$ cat config.mk
export PLATFORM = sky130hd
export DESIGN_NAME = qalu_sum_stage
export DESIGN_NICKNAME = d
export VERILOG_FILES = /design/src/hdl/qalu_pkg.sv /design/src/hdl/qalu_sum_stage.sv
export SDC_FILE = /design/constraint.sdc
export NUM_CORES = 2
export LEC_CHECK = 0
export ABC_AREA = 1
export BUFFER_PORTS_ARGS = -buffer_cell sky130_fd_sc_hd__buf_2
export CORE_AREA = 8 8 458 460
export DETAILED_ROUTE_END_ITERATION = 10
export DIE_AREA = 0 0 466 468
export PLACE_DENSITY = 0.42
export RECOVER_POWER = 50
export REMOVE_ABC_BUFFERS = 1
export SKIP_LAST_GASP = 1
export SLEW_MARGIN = 40
export SYNTH_ARGS = -nofsm -noshare
export SYNTH_HDL_FRONTEND = slang
export SYNTH_SLANG_ARGS = --single-unit
$ cat constraint.sdc
create_clock -name i_clk -period 14.1 [get_ports i_clk]
set_input_delay 2.115 -clock i_clk [delete_from_list [all_inputs] [get_ports i_clk]]
set_output_delay 2.115 -clock i_clk [all_outputs]
set_load 0.01 [all_outputs]
$ cat src/hdl/qalu_pkg.sv
package qalu_pkg;

    // Arithmetic format
    localparam int WORD_BITS     = 32;
    localparam int FRACTION_BITS = 16;
    localparam int FIELD_BITS    = 32;
    localparam int OPND_BITS     = (WORD_BITS < FIELD_BITS) ? WORD_BITS : FIELD_BITS;
    localparam int PROD_BITS     = 2 * FIELD_BITS;
    localparam int ACC_BITS      = PROD_BITS + 2;
    localparam int LANES         = 4;
    localparam int TERMS         = 4;
    localparam int OP_BITS       = 3;

    // Lane order: x, y, z, then the real part w
    localparam int LANE_X = 0;
    localparam int LANE_Y = 1;
    localparam int LANE_Z = 2;
    localparam int LANE_W = 3;

    typedef enum logic [OP_BITS-1:0] {
        OP_ADD   = 3'd0,
        OP_SUB   = 3'd1,
        OP_MUL   = 3'd2,
        OP_SCALE = 3'd3,
        OP_NEG   = 3'd4,
        OP_CONJ  = 3'd5,
        OP_DOT   = 3'd6
    } t_op;

    typedef logic signed [FIELD_BITS-1:0] t_word;
    typedef logic signed [PROD_BITS-1:0]  t_term;

    // Input item
    typedef struct packed {
        logic [OP_BITS-1:0] operation;
        t_word              a_x;
        t_word              a_y;
        t_word              a_z;
        t_word              a_w;
        t_word              b_x;
        t_word              b_y;
        t_word              b_z;
        t_word              b_w;
        t_word              scalar_in;
    } t_in;

    // Result item
    typedef struct packed {
        t_word r_x;
        t_word r_y;
        t_word r_z;
        t_word r_w;
        t_word scalar_out;
        logic  overflow;
    } t_out;

    // Partial terms between the multiply and the sum stage
    typedef struct packed {
        logic [OP_BITS-1:0]                  op;
        logic                                scaled;
        t_term [LANES-1:0][TERMS-1:0]        term;
    } t_terms;

    // Operand: low OPND_BITS of the field, sign-extended
    function automatic t_word opnd(input t_word v);
        t_word sh;
        sh = v <<< (FIELD_BITS - OPND_BITS);
        return sh >>> (FIELD_BITS - OPND_BITS);
    endfunction

    // Exact signed widening
    function automatic t_term widen(input t_word v);
        return PROD_BITS'(v);
    endfunction

endpackage

$ cat src/hdl/qalu_sum_stage.sv
module qalu_sum_stage import qalu_pkg::*; (
    input  logic   i_clk,
    input  logic   i_rst_n,
    input  logic   i_valid,
    input  t_terms i_terms,
    output logic   o_ready,
    output logic   o_valid,
    input  logic   i_ready,
    output t_out   o_data
);

    typedef struct packed {
        logic        ovf;
        logic [63:0] val;
    } t_sat;

    logic signed [ACC_BITS-1:0] acc  [LANES];
    logic signed [ACC_BITS-1:0] shv  [LANES];
    t_sat                       sat  [LANES];
    t_out                       n_out;
    t_out                       r_out;
    logic                       r_valid;
    logic                       load;

    assign o_ready = !r_valid || i_ready;
    assign load    = i_valid && o_ready;

    // Clamp to WORD_BITS signed, result sign-extended to 64 bits
    function automatic t_sat saturate(input logic signed [ACC_BITS-1:0] v);
        t_sat        r;
        logic [63:0] maxv;
        maxv  = (64'd1 << (WORD_BITS - 1)) - 64'd1;
        r.ovf = !((&v[ACC_BITS-1:WORD_BITS-1]) || !(|v[ACC_BITS-1:WORD_BITS-1]));
        if (!r.ovf) begin
            r.val = v[63:0];
        end else if (v[ACC_BITS-1]) begin
            r.val = ~maxv;
        end else begin
            r.val = maxv;
        end
        return r;
    endfunction

    // Four-term sum, fraction shift for multiply, scale and dot, and clamp per lane
    always_comb begin
        for (int l = 0; l < LANES; l++) begin
            acc[l] = ACC_BITS'(i_terms.term[l][0]) + ACC_BITS'(i_terms.term[l][1])
                   + ACC_BITS'(i_terms.term[l][2]) + ACC_BITS'(i_terms.term[l][3]);
            shv[l] = i_terms.scaled ? (acc[l] >>> FRACTION_BITS) : acc[l];
            sat[l] = saturate(shv[l]);
        end
    end

    // Route lanes: dot result leaves on the scalar port
    always_comb begin
        n_out.overflow = sat[LANE_X].ovf | sat[LANE_Y].ovf | sat[LANE_Z].ovf
                       | sat[LANE_W].ovf;
        if (i_terms.op == OP_DOT) begin
            n_out.r_x        = '0;
            n_out.r_y        = '0;
            n_out.r_z        = '0;
            n_out.r_w        = '0;
            n_out.scalar_out = sat[LANE_W].val[FIELD_BITS-1:0];
        end else begin
            n_out.r_x        = sat[LANE_X].val[FIELD_BITS-1:0];
            n_out.r_y        = sat[LANE_Y].val[FIELD_BITS-1:0];
            n_out.r_z        = sat[LANE_Z].val[FIELD_BITS-1:0];
            n_out.r_w        = sat[LANE_W].val[FIELD_BITS-1:0];
            n_out.scalar_out = '0;
        end
    end

    // Result register
    always_ff @(posedge i_clk) begin
        if (!i_rst_n) begin
            r_valid <= 1'b0;
        end else if (o_ready) begin
            r_valid <= i_valid;
        end
    end

    always_ff @(posedge i_clk) begin
        if (load) begin
            r_out <= n_out;
        end
    end

    assign o_valid = r_valid;
    assign o_data  = r_out;

endmodule

==> impl_metrics.py <==
metrics = {
    "yosys": {
        "ys_ff_latch": 162,
        "async_flop_share": 0,
        "synth_cell_type_count": 50,
        "synth_top_area_cell": "nand2_1",
        "synth_warnings": 0,
        "ys.flop_type": "edfxtp_1",
        "syn_area_per_cell_um2": 5.89,
        "synth_area_leaders": "nand2_1 (22%), fa_1 (21%), inv_1 (19%), edfxtp_1 (9.8%), ha_1 (6.6%)",
        "syn_area_um2": 49600,
        "synth_top_area_share": 0.223,
        "synth_edf_count": 161,
        "synthCells": 8413,
        "yosysSeqAreaShare": 0.0980,
    },
    "grt": {
        "grt_pass1_wl_mm": 357,
        "grt_pass1_vias": 54900,
        "grt_max_degree": 139,
        "grt_antenna_before_repair": 21,
        "grt_usage": 0.219,
        "globalRouteOverflowTotal": 0,
    },
    "sta": {
        "totalNegativeSetupSlack_ns": 0,
        "timing.final.crit_share": 0.545,
        "max_freq_mhz": 130,
        "whs_ns": 0.615,
        "worst_pin_slew_ns": 3.69,
        "max_slew_margin": -1.46,
        "rsz0062_at_grt": "no",
        "min_period_ns": 7.69,
        "final_max_slew_viol_count": 166,
        "hold_viol": 0,
        "setup-violations-final": 0,
        "fin_skew_ns": 0.0317,
    },
    "hold_path": {
        "worstHoldPathCells": 2,
        "holdCritPathClass": "reg -> reg",
    },
    "setup_path": {
        "end_kind": "flop",
        "cpMostUsedCell": "clkbuf_1",
        "slowest_delay_ns": 2.68,
        "crit_arrival_ns": 7.76,
        "crit_family": "buffers and inverters",
        "r2r_cells": 3,
        "cp_num_buf_inv": 4,
        "critPathMaxFanout": 53,
        "start_kind": "input port",
        "required_ns": 14.17,
        "cp_cell_sequence": "buf_2, inv_1, a21oi_4, clkbuf_1, clkbuf_1",
        "r2r_slack_ns": 7.75,
        "worstSetupPathType": "in -> reg",
        "worst-path-stages": 5,
        "critical_path.slowest_cell": "clkbuf_1",
    },
    "final_layout": {
        "syn2layout_area_growth_pct": 18.7,
        "final_layout_size_suffix_gt1_frac": 0.131,
        "nNetsFinal": 11300,
        "register_area_um2": 4850,
        "multiInputGateArea_um2": 34700,
        "nFillCells": 23500,
    },
    "drt": {
        "ant_nets": 0,
        "wirelength_mm": 247,
        "firstDrtPassIters": 6,
        "drt_iter0_drc": 3160,
        "post_drt_wl_per_cell_um": 20.2,
        "routed-via-count": 53200,
        "vias_per_cell": 4.35,
        "drc_errors": 0,
    },
    "die": {
        "die_h_um": 468,
        "core-area_um2": 203000,
        "initial_core_util": 0.244,
        "die-area_um2": 218000,
        "die_width_um": 466,
        "num_io_pins": 1195,
        "row_count": 166,
    },
    "outcome": {
        "status": "complete, but fails checks",
        "violations": "capacitance limit, slew limit",
    },
    "clock_network": {
        "ctsRootBufferMaster": "clkbuf_16",
        "clock_sinks": 162,
        "cts_setup_buffers": 0,
        "clk_latency_ns": 0.56,
        "htreeDepth": 4,
        "cts_buffers": 17,
        "cts_resized": 0,
        "cts_tree": "yes",
        "clkTransAtPathRegs_ns": 0.09,
        "cts_buffer_depth": 2,
        "cts_hold_buf": 0,
    },
    "job": {
        "cap_violations": 3,
    },
    "power": {
        "ir_worst_vdd_mv": 0.105,
        "leakagePower_nw": 35.5,
        "powerDensity_nw_per_um2": 145,
    },
    "place": {
        "dp_hpwl_mm": 223,
        "gp_congestion": 0.970,
        "port_buffers": 1194,
    },
}
-- through the flow --
step / instances / power (W) / instance area, µm² / util / worst slack [ns]
6_report: 12200 / 0.00850 / 58800 / 0.290 / 6.41
5_1_grt: 12200 / 0.00938 / 58800 / 0.290 / 5.90
4_1_cts: 12200 / 0.00862 / 59000 / 0.291 / 7.27
3_5_place_dp: 12200 / 0.00802 / 58400 / 0.288 / 6.70
3_3_place_gp: 12200 / 0.00805 / 58400 / 0.288 / 6.69
2_1_floorplan: 8314 / 0.00523 / 48900 / - / 3.47
-- cells in the final DEF (no fill, tap or decap), types with 11 or more instances in the layout --
cell type  count
o21bai_1      15
a21oi_2       18
a21oi_1      344
nand2_2       60
nand3_1      508
ha_1         260
nor3_1        52
nand2_1     2945
clkbuf_16     17
inv_1       2468
xnor2_1       67
nor2_2        31
nor2_1       503
buf_2       1037
o21ai_1       11
xor2_1        37
fa_1         516
nand4_1       25
inv_2         24
clkbuf_1     159
edfxtp_1     161
o21ai_0      144
and2_1        16
nand3b_1      41
-- registers in the layout, summed over array words and instances (netlist names) --
register	count
o_data	161
o_valid	1
-- cell usage after synthesis (all sizes together) (2+ instances only) --
| cell | count |
|---|---|
| clkbuf | 53 |
| clkdlybuf4s50 | 2 |
| nand2 | 3008 |
| nor2 | 538 |
| inv | 2493 |
| dlygate4sd3 | 4 |
| o211ai | 3 |
| ha | 260 |
| o22ai | 5 |
| fa | 516 |
| o21ai | 155 |
| a21oi | 363 |
| mux2i | 3 |
| nand4 | 25 |
| nand3 | 520 |
| and2 | 16 |
| and3 | 6 |
| a21boi | 3 |
| nor4 | 5 |
| or2 | 11 |
| nor3 | 60 |
| o21bai | 15 |
| edfxtp | 161 |
| xnor2 | 67 |
| xor2 | 37 |
| nand3b | 41 |
| buf | 40 |
-- power breakdown --
group	total, W	switching (W)	internal, W
Clock	0.000537	0.000300	0.000237
Combinational	0.00715	0.00500	0.00215
Sequential	0.000817	0.0000727	0.000745
-- worst paths after layout --
check,startpoint,endpoint
max reg2reg,o_valid,o_data[98]
min reg2reg,o_valid,o_valid
min,o_valid,o_valid
max,i_ready,o_data[98]
-- worst register-to-register path, cell delays in order (launching register included) --
cell and delay [ns]:
dfxtp_1 0.36, a21oi_4 0.15, clkbuf_1 2.52, clkbuf_1 2.71
-- final cells by class --
type,instances,area share
antenna,4,0.000170
clock buffer,17,0.00723
clock inverter,15,0.00260
inverter,2494,0.159
multi-input combinational,5658,0.591
sequential,162,0.0826
tap,2688,0.0572
timing repair buffer,1205,0.100
-- routing by layer --
layer,GRT usage,wire length (µm),vias up
met4,0.0415,4990,4
met2,0.393,121000,1545
met3,0.0292,12100,190
met1,0.282,109000,24800
met5,0,23,-
li1,-,-,26700
-- cells by family after synthesis --
group,synth area share
XOR/XNOR,0.0184
multiplexers,0.000606
adder cells (fa/ha/maj),0.274
AO/OA/AOI/OAI,0.0576
AND/OR/NAND/NOR,0.350
buffers and inverters,0.202
flip-flops,0.0980
Note: power is estimated with default switching activity, not from simulation.
